==> src/hdl/idtp_pkg.sv <==
// Shared types and constants of the ISO date-time text parser.
// No dependencies; imported by every module of the block.
`timescale 1ns / 1ps

package idtp_pkg;

    // One request: a single character of the string
    typedef struct packed {
        logic [7:0] char_code;
        logic       is_last;
    } item_t;

    // One result: all decoded fields of a string
    typedef struct packed {
        logic        ok;
        logic [13:0] year;
        logic [6:0]  month;
        logic [6:0]  day;
        logic [6:0]  hour;
        logic [6:0]  minute;
        logic [6:0]  second;
        logic [1:0]  zone_kind;
        logic [12:0] zone_minutes;
    } result_t;

    // Parse position, one-hot; successor of a plain step is a left shift
    typedef enum logic [25:0] {
        P_Y0       = 26'b1 << 0,
        P_Y1       = 26'b1 << 1,
        P_Y2       = 26'b1 << 2,
        P_Y3       = 26'b1 << 3,
        P_DASH1    = 26'b1 << 4,
        P_MO0      = 26'b1 << 5,
        P_MO1      = 26'b1 << 6,
        P_DASH2    = 26'b1 << 7,
        P_D0       = 26'b1 << 8,
        P_D1       = 26'b1 << 9,
        P_DATE_END = 26'b1 << 10,
        P_H0       = 26'b1 << 11,
        P_H1       = 26'b1 << 12,
        P_COLON1   = 26'b1 << 13,
        P_MI0      = 26'b1 << 14,
        P_MI1      = 26'b1 << 15,
        P_COLON2   = 26'b1 << 16,
        P_S0       = 26'b1 << 17,
        P_S1       = 26'b1 << 18,
        P_TIME_END = 26'b1 << 19,
        P_ZH0      = 26'b1 << 20,
        P_ZH1      = 26'b1 << 21,
        P_ZCOLON   = 26'b1 << 22,
        P_ZM0      = 26'b1 << 23,
        P_ZM1      = 26'b1 << 24,
        P_DONE     = 26'b1 << 25
    } pos_t;

    // Zone kind codes
    localparam logic [1:0] ZONE_NONE  = 2'd0;
    localparam logic [1:0] ZONE_Z     = 2'd1;
    localparam logic [1:0] ZONE_PLUS  = 2'd2;
    localparam logic [1:0] ZONE_MINUS = 2'd3;

    // Character codes
    localparam logic [7:0] CH_PLUS  = 8'h2B;
    localparam logic [7:0] CH_MINUS = 8'h2D;
    localparam logic [7:0] CH_ZULU  = 8'h5A;
    localparam logic [7:0] CH_TSEP  = 8'h54;
    localparam logic [7:0] CH_COLON = 8'h3A;
    localparam logic [7:0] CH_ZERO  = 8'h30;
    localparam logic [7:0] CH_NINE  = 8'h39;

    localparam logic [12:0] MIN_PER_HOUR = 13'd60;

    // Running parse state of one string
    typedef struct packed {
        pos_t        pos;
        logic [13:0] accum;
        logic [13:0] year;
        logic [6:0]  month;
        logic [6:0]  day;
        logic [6:0]  hour;
        logic [6:0]  minute;
        logic [6:0]  second;
        logic [1:0]  zone_kind;
        logic [6:0]  zone_hour;
        logic [6:0]  zone_minute;
        logic        err;
    } parse_state_t;

    localparam parse_state_t STATE_RESET = '{
        pos:         P_Y0,
        accum:       14'd0,
        year:        14'd0,
        month:       7'd0,
        day:         7'd0,
        hour:        7'd0,
        minute:      7'd0,
        second:      7'd0,
        zone_kind:   ZONE_NONE,
        zone_hour:   7'd0,
        zone_minute: 7'd0,
        err:         1'b0
    };

    // Control from the parse stage to the result register
    typedef struct packed {
        logic load;
        logic ok;
    } res_ctl_t;

endpackage

==> src/hdl/idtp_step.sv <==
// Next-state logic of the parser: one character against the grammar.
// Depends on idtp_pkg.
`timescale 1ns / 1ps

module idtp_step
    import idtp_pkg::*;
(
    input  parse_state_t cur,
    input  logic [7:0]   char_code,
    output parse_state_t nxt,
    output logic         ok
);

    logic        is_digit;
    logic [13:0] acc_x10;
    logic [13:0] acc_new;
    pos_t        succ;

    // Decimal accumulate, kept to 14 bits
    assign is_digit = (char_code >= CH_ZERO) && (char_code <= CH_NINE);
    assign acc_x10  = {cur.accum[10:0], 3'b000} + {cur.accum[12:0], 1'b0};
    assign acc_new  = acc_x10 + {10'd0, char_code[3:0]};
    assign succ     = pos_t'(cur.pos << 1);

    // Advance the position, store finished groups, flag mismatches
    always_comb
    begin
        nxt = cur;
        if (!cur.err)
        begin
            if ((cur.pos == P_Y2) && (char_code == CH_COLON))
            begin
                // time-only form: two digits taken so far are the hours
                nxt.hour  = cur.accum[6:0];
                nxt.accum = 14'd0;
                nxt.pos   = P_MI0;
            end
            else
            begin
                case (cur.pos)
                    P_Y0, P_Y1, P_Y2, P_MO0, P_D0, P_H0, P_MI0, P_S0, P_ZH0, P_ZM0:
                    begin
                        if (!is_digit)
                            nxt.err = 1'b1;
                        else
                        begin
                            nxt.accum = acc_new;
                            nxt.pos   = succ;
                        end
                    end
                    P_Y3, P_MO1, P_D1, P_H1, P_MI1, P_S1, P_ZH1, P_ZM1:
                    begin
                        if (!is_digit)
                            nxt.err = 1'b1;
                        else
                        begin
                            nxt.accum = 14'd0;
                            nxt.pos   = succ;
                            case (cur.pos)
                                P_Y3:    nxt.year        = acc_new;
                                P_MO1:   nxt.month       = acc_new[6:0];
                                P_D1:    nxt.day         = acc_new[6:0];
                                P_H1:    nxt.hour        = acc_new[6:0];
                                P_MI1:   nxt.minute      = acc_new[6:0];
                                P_S1:    nxt.second      = acc_new[6:0];
                                P_ZH1:   nxt.zone_hour   = acc_new[6:0];
                                default: nxt.zone_minute = acc_new[6:0];
                            endcase
                        end
                    end
                    P_DASH1, P_DASH2:
                    begin
                        if (char_code == CH_MINUS)
                            nxt.pos = succ;
                        else
                            nxt.err = 1'b1;
                    end
                    P_COLON1, P_COLON2, P_ZCOLON:
                    begin
                        if (char_code == CH_COLON)
                            nxt.pos = succ;
                        else
                            nxt.err = 1'b1;
                    end
                    P_DATE_END, P_TIME_END:
                    begin
                        if ((cur.pos == P_DATE_END) && (char_code == CH_TSEP))
                            nxt.pos = P_H0;
                        else if (char_code == CH_ZULU)
                        begin
                            nxt.zone_kind = ZONE_Z;
                            nxt.pos       = P_DONE;
                        end
                        else if (char_code == CH_PLUS)
                        begin
                            nxt.zone_kind = ZONE_PLUS;
                            nxt.pos       = P_ZH0;
                        end
                        else if (char_code == CH_MINUS)
                        begin
                            nxt.zone_kind = ZONE_MINUS;
                            nxt.pos       = P_ZH0;
                        end
                        else
                            nxt.err = 1'b1;
                    end
                    default:
                    begin
                        // anything after a complete zone
                        nxt.err = 1'b1;
                    end
                endcase
            end
        end
    end

    // A string may end after a date, a time or a zone
    assign ok = !nxt.err &&
                ((nxt.pos == P_DATE_END) || (nxt.pos == P_TIME_END) || (nxt.pos == P_DONE));

endmodule

==> src/hdl/idtp_result.sv <==
// Result register of the parser: formats the finished state into one result.
// Depends on idtp_pkg.
`timescale 1ns / 1ps

module idtp_result
    import idtp_pkg::*;
(
    input  logic         clk,
    input  logic         rst_n,
    input  res_ctl_t     ctl,
    input  parse_state_t fin,
    input  logic         result_stall,
    output logic         result_valid,
    output result_t      result
);

    logic        result_valid_reg;
    logic        result_valid_next;
    result_t     result_reg;
    result_t     result_next;
    logic [12:0] zone_total;

    // Offset in minutes, only for a numeric zone
    assign zone_total = (13'(fin.zone_hour) * MIN_PER_HOUR) + {6'd0, fin.zone_minute};

    // Build the result; a failed string reports all fields zero
    always_comb
    begin
        result_next = '0;
        if (ctl.ok)
        begin
            result_next.ok        = 1'b1;
            result_next.year      = fin.year;
            result_next.month     = fin.month;
            result_next.day       = fin.day;
            result_next.hour      = fin.hour;
            result_next.minute    = fin.minute;
            result_next.second    = fin.second;
            result_next.zone_kind = fin.zone_kind;
            if ((fin.zone_kind == ZONE_PLUS) || (fin.zone_kind == ZONE_MINUS))
                result_next.zone_minutes = zone_total;
        end
    end

    // Hold the result until taken; a new one may replace it on the same edge
    assign result_valid_next = ctl.load || (result_valid_reg && result_stall);

    always_ff @(posedge clk or negedge rst_n)
    begin
        if (!rst_n)
            result_valid_reg <= 1'b0;
        else
            result_valid_reg <= result_valid_next;
    end

    always_ff @(posedge clk)
    begin
        if (ctl.load)
            result_reg <= result_next;
    end

    assign result_valid = result_valid_reg;
    assign result       = result_reg;

endmodule

==> src/hdl/iso_datetime_text_parser_top.sv <==
// Path: the last character passes the input register, then the result register
// loads its result and raises result_valid.
// Throughput: one character per cycle; the input stalls only when a last
// character meets a result that is still waiting to be taken.
// Reset: asynchronous, active low; clears the parse state and both valid flags.
// Depends on idtp_pkg, idtp_step and idtp_result.
`timescale 1ns / 1ps

module iso_datetime_text_parser_top
    import idtp_pkg::*;
(
    input  logic    clk,
    input  logic    rst_n,
    input  logic    item_valid,
    output logic    item_stall,
    input  item_t   item,
    output logic    result_valid,
    input  logic    result_stall,
    output result_t result
);

    logic         in_valid_reg;
    logic         in_valid_next;
    item_t        in_data_reg;
    parse_state_t state_reg;
    parse_state_t state_next;
    parse_state_t step_state;
    logic         step_ok;
    logic         step_go;
    logic         fire;
    res_ctl_t     ctl;

    // Only a last character waits, and only behind an untaken result
    assign step_go    = !(in_data_reg.is_last && result_valid && result_stall);
    assign item_stall = in_valid_reg && !step_go;
    assign fire       = in_valid_reg && step_go;

    // Input register
    assign in_valid_next = item_stall ? in_valid_reg : item_valid;

    always_ff @(posedge clk or negedge rst_n)
    begin
        if (!rst_n)
            in_valid_reg <= 1'b0;
        else
            in_valid_reg <= in_valid_next;
    end

    always_ff @(posedge clk)
    begin
        if (!item_stall)
            in_data_reg <= item;
    end

    idtp_step u_step (
        .cur       (state_reg),
        .char_code (in_data_reg.char_code),
        .nxt       (step_state),
        .ok        (step_ok)
    );

    // Advance the parse state; return to reset after the last character
    always_comb
    begin
        state_next = state_reg;
        if (fire)
        begin
            if (in_data_reg.is_last)
                state_next = STATE_RESET;
            else
                state_next = step_state;
        end
    end

    always_ff @(posedge clk or negedge rst_n)
    begin
        if (!rst_n)
            state_reg <= STATE_RESET;
        else
            state_reg <= state_next;
    end

    assign ctl.load = fire && in_data_reg.is_last;
    assign ctl.ok   = step_ok;

    idtp_result u_result (
        .clk          (clk),
        .rst_n        (rst_n),
        .ctl          (ctl),
        .fin          (step_state),
        .result_stall (result_stall),
        .result_valid (result_valid),
        .result       (result)
    );

endmodule

==> config.mk <==
export PLATFORM = sky130hd
export DESIGN_NAME = iso_datetime_text_parser_top
export DESIGN_NICKNAME = d
export VERILOG_FILES = /design/src/hdl/idtp_pkg.sv /design/src/hdl/idtp_step.sv /design/src/hdl/idtp_result.sv /design/src/hdl/iso_datetime_text_parser_top.sv
export SDC_FILE = /design/constraint.sdc
export NUM_CORES = 1
export LEC_CHECK = 0
export BUFFER_PORTS_ARGS = -buffer_cell sky130_fd_sc_hd__buf_2
export CORE_ASPECT_RATIO = 1.25
export CORE_MARGIN = 8
export CORE_UTILIZATION = 45
export CTS_BUF_LIST = sky130_fd_sc_hd__clkbuf_4
export DETAILED_ROUTE_END_ITERATION = 6
export GPL_ROUTABILITY_DRIVEN = 1
export GPL_TIMING_DRIVEN = 0
export PLACE_DENSITY = 0.73
export SLEW_MARGIN = 20
export SYNTH_ARGS = -nofsm -noshare
export SYNTH_HDL_FRONTEND = slang
export SYNTH_SLANG_ARGS = --single-unit
==> constraint.sdc <==
create_clock -name clk -period 8.8 [get_ports clk]
set_clock_uncertainty 0.1 [all_clocks]
set_input_delay 0.44 -clock clk [delete_from_list [all_inputs] [get_ports clk]]
set_output_delay 0.44 -clock clk [all_outputs]
set_load 0.005 [all_outputs]
==> results of run 1 <==
## area by class of cell
cell class,instances,area (um2)
clock buffers,20,150
flip-flops and latches,181,4900
repair buffers,93,569
inverters,39,149
plain buffers,60,255
diodes,1,2.50
well taps,283,354
clock inverters,12,119
fillers,2017,10900
multi-input cells,717,4830
## logic make-up after synthesis
kind of cell / synth area share, %
buf+inv: 3.97
simple gates: 17.0
compound gates: 18.3
xor+xnor: 3.46
fa+ha+maj: 7.56
mux: 1.30
flops: 48.4
## repair_timing
| item | 4_1_cts | 5_1_grt |
|---|---|---|
| endpoints found under the hold margin | 52 | 0 |
| resized for setup | 0 | 0 |
| setup endpoints to repair | 0 | 0 |
| hold buffers | 12 | 0 |
## path summary, 6_finish.rpt
| path | startpoint | end | depth (start not counted) |
|---|---|---|---|
| worst max-delay path | in_data_reg[1] | u_result.result[12] | 21 |
| worst min-delay path | rst_n | state_reg[98] | 2 |
| worst max register to register | in_data_reg[1] | u_result.result[12] | 21 |
| worst min register to register | state_reg[45] | state_reg[45] | 1 |
| max in group asynchronous | rst_n | state_reg[27] | 3 |
| min in group clk | state_reg[45] | state_reg[45] | 1 |
## cells in the mapped netlist, types with 3 or more instances
master / count
a211oi_1: 4
a211oi_2: 3
a21boi_0: 7
a21o_1: 19
a21oi_1: 72
a22o_1: 65
a31oi_1: 3
and2_1: 4
and3_1: 3
buf_2: 12
clkbuf_1: 46
dfrtp_1: 106
edfxtp_1: 74
fa_1: 12
ha_1: 42
inv_1: 37
mux2i_1: 12
nand2_1: 132
nand2b_1: 5
nand3_1: 27
nand3b_1: 4
nand4_1: 12
nor2_1: 57
nor2b_1: 5
nor3_1: 18
nor3_2: 18
nor3b_1: 5
nor4_1: 14
o211ai_1: 3
o21ai_0: 61
o21bai_1: 9
o22ai_1: 4
o31ai_1: 3
or3_1: 6
or4_1: 6
xnor2_1: 28
xor2_1: 12
## metal layers
| metal | vias to the layer above | global-route usage [%] | share of wire (%) |
|---|---|---|---|
| met5 | - | 0 | 0 |
| met4 | 0 | 9.09 | 3.2 |
| met3 | 63 | 3.79 | 6.2 |
| met2 | 346 | 36.3 | 50 |
| met1 | 4037 | 25.2 | 40 |
| li1 | 3857 | - | - |
## worst max-delay path, cell delays in order, from the launching register on
cell and delay, ps:
edfxtp_1 350, clkbuf_1 470, nor4bb_1 190, nand3_1 230, or4_1 220, and2_0 300, nand2_1 300, nor4b_2 950
mux2i_1 480, inv_1 150, fa_1 510, fa_1 630, ha_1 250, a21o_1 150, a21oi_1 220, o21bai_1 90
a21oi_1 240, xnor2_1 200, nor3b_1 350, nand3_1 140, xnor2_1 190, nor3_2 50
## where the power goes
group / leakage (nW) / total, mW / internal [mW] / switching (mW)
logic: 2.54 / 0.312 / 0.0916 / 0.221
clock network: 0.141 / 0.458 / 0.154 / 0.304
registers: 2.21 / 0.923 / 0.910 / 0.0122
total: 4.89 / 1.69 / 1.16 / 0.537
## metrics by stage
step                util, %  total power [mW]  area, um2
floorplan                 -              1.13      10100
global placement       49.0              1.24      10900
detailed placement     49.3              1.24      10900
CTS                    51.0              1.70      11300
global route           51.0              1.76      11300
finish                 51.0              1.69      11300
==> summary.md, run 1 <==
| Metric | Value |
|---|---|
| Max reg flops | 105 |
| Endpoint class of the critical path | flop |
| Number of global-route vias before repair | 8416 |
| Via count | around 8300 |
| Depth of the CTS H-tree | 4 |
| Vias/cell | 5.91 |
| Setup crit start kind | flop |
| WP data required | 9050 ps |
| Final WS setup | 1790 ps |
| Final ANT Viol Nets | 0 |
| Initial antenna violation count | 1 |
| Max cap viols | 0 |
| Clock Sinks | about 180 |
| CTS buffer count | 17 |
| Max FO, Critical Path | 9 |
| Syn nets | roughly 1100 |
| Layout Cells excl Fill | 1406 |
| Die area | 27600 um2 |
| Final wirelength | 28100 um |
| Synth-to-Final Area Change | 11.9% |
| CTS clk-pin slew, worst paths | 160 ps |
| DRT iter0 DRCs | 806 |
| Status | completed |
| RSZ-0062 raised after global routing | no |
| DP Wirelength | 21100 um |
| Die Wd | 150 um |
| Power density cells | 149 nW/um2 |
| Warnings, synthesis | 0 |
| Mapped Area | between 10000 and 15000 um2 |
| Clk Latency, worst-skew pair | roughly 600 ps |
| Hold Fails Final Rpt | 0 |
| Setup violators final | 0 |
| CTS tree | done |
| Top_reg_cell synth | dfrtp_1 |
| Post-synthesis sequential area ratio | between 40% and 50% |
| Final period util | 79.7% |
| Largest net degree at the start of global routing | 72 |
| Final Wtd Congestion | 0.942 |
| Initial Util | 45.6% |
| Pre-CTS setup slack | roughly 1900 ps |
| Post-synth EDFFs | 74 |
| Port bufs | 79 |
| Achievable Freq | 143 MHz |
| Number of remaining DRC errors | 0 |
| Crit path DAT | 7260 ps |
| Top cell type's share of synthesized area | 26.2% |
| All-layer global routing usage | about a fifth |
| First-pass GRT wire length | 45300 um |
| Total I/O pin count | 80 |
| Slew HR | 29.8% |
| Commonest non-fill, non-tap cell in the layout | nand2_1 |
| Synth area leader | dfrtp_1 |
| Fin crit period | 7010 ps |
| Row Count | 61 |
| Commonest non-fill, non-tap cells in the layout | nand2_1, dfrtp_1, buf_2, edfxtp_1, a21oi_1 |
| Dpl cells | 1361 |
| Synth Instances | 997 |
| Least-Margin Pin Slew | approximately 1100 ps |
| Post-CTS Setup Inserts | 0 |
| Nets | 1176 |
| Wirelength per Cell | 20.0 um |
| Hold Slack | 186 ps |
| CTS Root Cell | clkbuf_4 |
| Yosys cell types | 73 |
| Area of the core | 22200 um2 |
| Share of layout cells above drive strength 1 | 14.4% |
| CTS Buffer Depth | 2 |
| Fin Setup TNS | 0 ps |
| Gr ovfl total | 0 |
| DR pass1 iterations | 5 |
| Die height | 184 um |
| FF+latch count, synth | 181 |
| Post-synth ARST share | 59.1% |
| Leading post-synthesis cells by cell area | dfrtp_1, edfxtp_1, a22o_1, ha_1, nand2_1 |
| Worst setup path class | flop to flop |
| Final Slew Violations | 0 |
| Worst min-delay path category | input pin to async pin |
| VDD IR max | 0.0830 mV |
| Syn Area/Cell | 10.2 um2 |
| Lkg Pwr | 4.90 nW |
| FF-to-FF setup slack | 1790 ps |
Note: power is estimated with default switching activity, not from simulation.
==> run 2, diff against run 1 <==
Clock period 8.8 ns to 6.8 ns, I/O delays scaled along.
==> run 2 against run 1 <==
  * Count of clock-buffer cells in the layout stayed put
  * Hold slack got worse by 110 ps
  * Critical path depth shrank 1
  * Power increased by 30%
==> summary.md, run 2 (same netlist as run 1, synthesis figures left out) <==
| Metric | Value |
|---|---|
| Endpoint class of the critical path | flop (unchanged) |
| Max FO, Critical Path | 9 (unchanged) |
| Final Slew Violations | 0 (unchanged) |
| Final Cell Area | 11400 um2 (was 11300 um2) |
| Die area | 27600 um2 (unchanged) |
| Least-Margin Pin Slew | 915 ps (was 1050 ps) |
| Synth-to-Final Area Change | 12.6% (was 11.9%) |
| Dpl cells | 1361 (unchanged) |
| Area of the core | 22200 um2 (unchanged) |
| Worst setup path class | flop to flop (unchanged) |
| Hold Slack | 73.7 ps (was 186 ps) |
| CTS Root Cell | clkbuf_4 (unchanged) |
| Clock Sinks | 181 (unchanged) |
| Final WS setup | 459 ps (was 1790 ps) |
| Max cap viols | 0 (unchanged) |
| CTS Buffer Depth | 2 (unchanged) |
| Switching Share | 31.8% (was 31.7%) |
| Largest net degree at the start of global routing | 72 (unchanged) |
| Post-Route Utilization | 51.4% (was 51.0%) |
| Gr ovfl total | 0 (unchanged) |
| Wirelength per Cell | 20.1 um (was 20.0 um) |
| Share of layout cells above drive strength 1 | 15.2% (was 14.4%) |
| Critical path startpoint | in_data_reg[1] (unchanged) |
| Die height | 184 um (unchanged) |
| Setup crit start kind | flop (unchanged) |
| CTS tree | done (unchanged) |
| Int Power | 1.50 mW (was 1.16 mW) |
| DR pass1 iterations | 5 (unchanged) |
| Sequential Power Share | 54.4% (was 54.5%) |
| Commonest non-fill, non-tap cell in the layout | nand2_1 (unchanged) |
| Clk Latency, worst-skew pair | 620 ps (was 610 ps) |
| Clock Power Share | 27.1% (about the same) |
| VDD IR max | 0.107 mV (was 0.0830 mV) |
| RSZ-0062 raised after global routing | no (unchanged) |
| Port bufs | 79 (unchanged) |
| Nets | 1178 (was 1176) |
| First-pass GRT wire length | 45300 um (about the same) |
| CTS buffer count | 17 (unchanged) |
| Total I/O pin count | 80 (unchanged) |
| Slew HR | 38.6% (was 29.8%) |
| Final ANT Viol Nets | 0 (unchanged) |
| Number of remaining DRC errors | 0 (unchanged) |
| All-layer global routing usage | 21.1% (was 21.0%) |
| Layout Cells excl Fill | 1408 (was 1406) |
| Pre-CTS setup slack | -118 ps (was 1880 ps) |
| Row Count | 61 (unchanged) |
| Final wirelength | 28300 um (was 28100 um) |
| Die Wd | 150 um (unchanged) |
| Initial antenna violation count | 1 (unchanged) |
| Depth of the most critical reg-to-reg path | 20 (was 21) |
| Setup violators final | 0 (unchanged) |
| Net switching power | 0.699 mW (was 0.537 mW) |
| Final Wtd Congestion | 0.942 (unchanged) |
| Fin crit period | 6340 ps (was 7010 ps) |
| Logic gate share of total power | 18.5% (about the same) |
| RR Startpoint | in_data_reg[1] (unchanged) |
| Number of global-route vias before repair | 8423 (was 8416) |
| Crit path DAT | 6600 ps (was 7260 ps) |
| Power density cells | 193 nW/um2 (was 149 nW/um2) |
| Status | completed (unchanged) |
| DRT iter0 DRCs | 838 (was 806) |
| Final period util | 93.3% (was 79.7%) |
| Depth of the CTS H-tree | 4 (unchanged) |
| Commonest non-fill, non-tap cells in the layout | nand2_1, dfrtp_1, buf_2, edfxtp_1, a21oi_1 (unchanged) |
| WP data required | 7050 ps (was 9050 ps) |
| Via count | 8315 (was 8303) |
| Placement Cell Area | 10900 um2 (unchanged) |
| Worst min-delay path category | input pin to async pin (unchanged) |
| Hold Fails Final Rpt | 0 (unchanged) |
| Max reg flops | 105 (unchanged) |
| CTS clk-pin slew, worst paths | 160 ps (about the same) |
| Achievable Freq | 158 MHz (was 143 MHz) |
| DP Wirelength | 21100 um (unchanged) |
| Vias/cell | 5.91 (about the same) |
| Initial Util | 45.6% (unchanged) |
| Lkg Pwr | 4.93 nW (was 4.90 nW) |
## run 2: worst paths after layout
path	endpoint	slack [ps]
min	state_reg[98]	70
max	u_result.result[11]	460
min reg2reg	state_reg[45]	400
min in group clk	in_data_reg[0]	310
max reg2reg	u_result.result[11]	460
max in group asynchronous	state_reg[27]	5840
## run 2: layer usage
layer  up-vias  wire, um  GRT usage (%)
li1       3858         -              -
met1      4065     11400           25.2
met2       321     14200           36.3
met3        71      1660           3.79
met4         0       993           9.09
met5         -         0              0
## run 2: layout make-up
cell class	instances	area (um2)
tap	283	354
clock inverter	12	119
timing repair buffer	96	592
antenna	1	2.50
sequential	181	4900
buffer	59	251
multi-input combinational	717	4890
clock buffer	20	150
fill	2011	10800
inverter	39	149
## run 2: per-stage QoR
step,power [mW],setup TNS (ps)
after floorplan,1.46,0
after global placement,1.61,-129
after detailed placement,1.61,-206
after CTS,2.20,0
after global routing,2.29,0
final,2.20,0
## run 2: worst max-delay path, cell delays in order, from the launching register on
cell and delay [ps]:
edfxtp_1 660, nor4bb_4 410, nand3_1 230, or4_1 610
and2_0 290, nand2_2 260, nor4b_4 140, mux2i_2 300
inv_1 120, fa_1 520, fa_1 560, fa_1 480
a21oi_1 170, nor2_1 50, nor2_1 140, o21bai_1 80
a21oi_1 220, xnor2_1 210, nor4bb_2 290, xnor2_1 170
nor3_2 50
## run 2: power by group through the flow
stage | combinational, mW | clock [mW] | sequential [mW]
floorplan | 0.247 | 0 | 1.22
global placement | 0.388 | 0 | 1.22
detailed placement | 0.391 | 0 | 1.22
CTS | 0.400 | 0.605 | 1.19
global route | 0.439 | 0.646 | 1.20
finish | 0.406 | 0.595 | 1.20
## run 2: repair_timing
item / 4_1_cts / 5_1_grt
setup endpoints to repair: 3 / 3
pin swaps: 0 / 1
hold endpoints to repair: 118 / 0
cloned: 0 / 0
hold buffers: 12 / 0
gates resized for setup: 2 / 8
buffers inserted: 0 / 3
==> run 3, diff against run 2 <==
Settings changed: CAP_MARGIN set to 20, CTS_CLUSTER_SIZE set to 28, HOLD_SLACK_MARGIN set to 0.12.
==> run 3 against run 2 <==
  * Global-route usage rose by 0.084 points
  * Sequential share of layout area fell by 0.11 points
  * Combinational power barely moved
  * Critical endpoint unchanged
==> summary.md, run 3 (same netlist as run 1, synthesis figures left out) <==
| Metric | Value |
|---|---|
| Post-Route Utilization | 51.5% (was 51.4%) |
| All-layer global routing usage | 21.1% (about the same) |
| Number of global-route vias before repair | 8426 (was 8423) |
| WHS Path Cells | 2 |
| Clk Latency, worst-skew pair | 620 ps (about the same) |
| Final ANT Viol Nets | 0 (unchanged) |
| Largest net degree at the start of global routing | 72 (unchanged) |
| WP data required | 7050 ps (about the same) |
| Depth of the most critical reg-to-reg path | 20 (unchanged) |
| DR pass1 iterations | 7 (was 5) |
| VDD IR max | 0.108 mV (was 0.107 mV) |
| Worst min-delay path category | input pin to flop (was input pin to async pin) |
| CTS tree | done (unchanged) |
| Final period util | 93.6% (was 93.3%) |
| Clock Sinks | 181 (unchanged) |
| CTS buffer count | 17 (unchanged) |
| Layout Cells excl Fill | 1410 (was 1408) |
| Vias/cell | 5.93 (was 5.91) |
| Final wirelength | 28300 um (about the same) |
| Worst setup path class | flop to flop (unchanged) |
| Pre-CTS setup slack | -118 ps (unchanged) |
| Least-Margin Pin Slew | 927 ps (was 915 ps) |
| Area of the core | 22200 um2 (unchanged) |
| Final Slew Violations | 0 (unchanged) |
| Die height | 184 um (unchanged) |
| Fin crit period | 6360 ps (was 6340 ps) |
| Max FO, Critical Path | 9 (unchanged) |
| Row Count | 61 (unchanged) |
| Hold Fails Final Rpt | 0 (unchanged) |
| Status | completed (unchanged) |
| Initial antenna violation count | 1 (unchanged) |
| CTS clk-pin slew, worst paths | 160 ps (about the same) |
| Via count | 8358 (was 8315) |
| Endpoint class of the critical path | flop (unchanged) |
| Max reg flops | 105 (unchanged) |
| Wirelength per Cell | 20.1 um (about the same) |
| RSZ-0062 raised after global routing | no (unchanged) |
| CTS Buffer Depth | 2 (unchanged) |
| Crit path DAT | 6620 ps (was 6600 ps) |
| Dpl cells | 1361 (unchanged) |
| Initial Util | 45.6% (unchanged) |
| Pwr Total | 2.20 mW (about the same) |
| First-pass GRT wire length | 45400 um (was 45300 um) |
| Depth of the CTS H-tree | 4 (unchanged) |
| Commonest non-fill, non-tap cells in the layout | nand2_1, dfrtp_1, buf_2, edfxtp_1, a21oi_1 (unchanged) |
| Commonest non-fill, non-tap cell in the layout | nand2_1 (unchanged) |
| Setup violators final | 0 (unchanged) |
| Final WS setup | 437 ps (was 459 ps) |
| Synth-to-Final Area Change | 12.9% (was 12.6%) |
| Max cap viols | 0 (unchanged) |
| Die Wd | 150 um (unchanged) |
| Gr ovfl total | 0 (unchanged) |
| Port bufs | 79 (unchanged) |
| Share of layout cells above drive strength 1 | 15.3% (was 15.2%) |
| Total I/O pin count | 80 (unchanged) |
| Slew HR | 37.7% (was 38.6%) |
| Number of remaining DRC errors | 0 (unchanged) |
| Final Wtd Congestion | 0.942 (unchanged) |
| CTS Root Cell | clkbuf_4 (unchanged) |
| Fill cells | 2013 (was 2011) |
| Power density cells | 192 nW/um2 (was 193 nW/um2) |
| Lkg Pwr | 4.94 nW (was 4.93 nW) |
| DRT iter0 DRCs | 837 (was 838) |
| Nets | 1180 (was 1178) |
| Die area | 27600 um2 (unchanged) |
| Setup crit start kind | flop (unchanged) |
| Achievable Freq | 157 MHz (was 158 MHz) |
| DP Wirelength | 21100 um (unchanged) |
## run 3: cell count changes in the layout (fill, tap and decap cells not counted), sizes merged
cell,before,now
buf,98,99
dlygate4sd3,12,13
## run 3: path summary, 6_finish.rpt
path / from / to / slack [ps]
hold reg to reg: state_reg[46] / state_reg[46] / 400
hold / removal: item[0] / in_data_reg[0] / 310
min in group asynchronous: rst_n / state_reg[80] / 670
max in group asynchronous: rst_n / state_reg[27] / 5530
setup / recovery: in_data_reg[1] / u_result.result[11] / 440
setup reg to reg: in_data_reg[1] / u_result.result[11] / 440
## run 3: area by class of cell
cell class | instances | area [um2] | share of cell area (%)
buffer | 59 | 251 | 2.20
timing repair buffer | 98 | 622 | 5.44
clock inverter | 12 | 119 | 1.04
multi-input combinational | 717 | 4890 | 42.7
clock buffer | 20 | 150 | 1.31
sequential | 181 | 4900 | 42.9
antenna | 1 | 2.50 | 0.0219
inverter | 39 | 149 | 1.30
tap | 283 | 354 | 3.10
## run 3: worst max-delay path: stages, from the launching register on
cell and delay [ps]:
edfxtp_1 660, nor4bb_4 410, nand3_1 220, or4_1 610
and2_0 300, nand2_2 260, nor4b_4 140, mux2i_2 310
inv_1 120, fa_1 520, fa_1 560, fa_1 480
a21oi_1 170, nor2_1 50, nor2_1 140, o21bai_1 80
a21oi_1 220, xnor2_1 210, nor4bb_2 290, xnor2_1 170
nor3_2 50
## run 3: power by group
part           internal [mW]  leakage [nW]  switching, mW  total, mW
sequential              1.18          2.21         0.0181       1.20
clock                  0.200         0.141          0.398      0.598
combinational          0.122          2.58          0.285      0.407
total                   1.50          4.94          0.701       2.20
## run 3: repair_timing
item                                    4_1_cts  5_1_grt
buffers inserted                              0        3
endpoints found under the hold margin       118        0
endpoints found under the setup margin        3        3
resized for setup                             2        8
hold buffers                                 14        0
pin swaps                                     0        1
## run 3: layer usage
metal	vias up	share of wire, %	GRT usage [%]
met5	-	0	0
met4	0	3.5	9.09
met3	74	6.6	4.04
met2	364	50	36.4
met1	4055	40	25.3
li1	3865	-	-
## run 3: stage by stage
step,TNS [ps],area [um2],hold WS (ps)
6_report,0,11400,309
5_1_grt,0,11400,266
4_1_cts,0,11400,268
3_5_place_dp,-206,10900,180
3_3_place_gp,-129,10900,354
2_1_floorplan,0,10100,-55.6
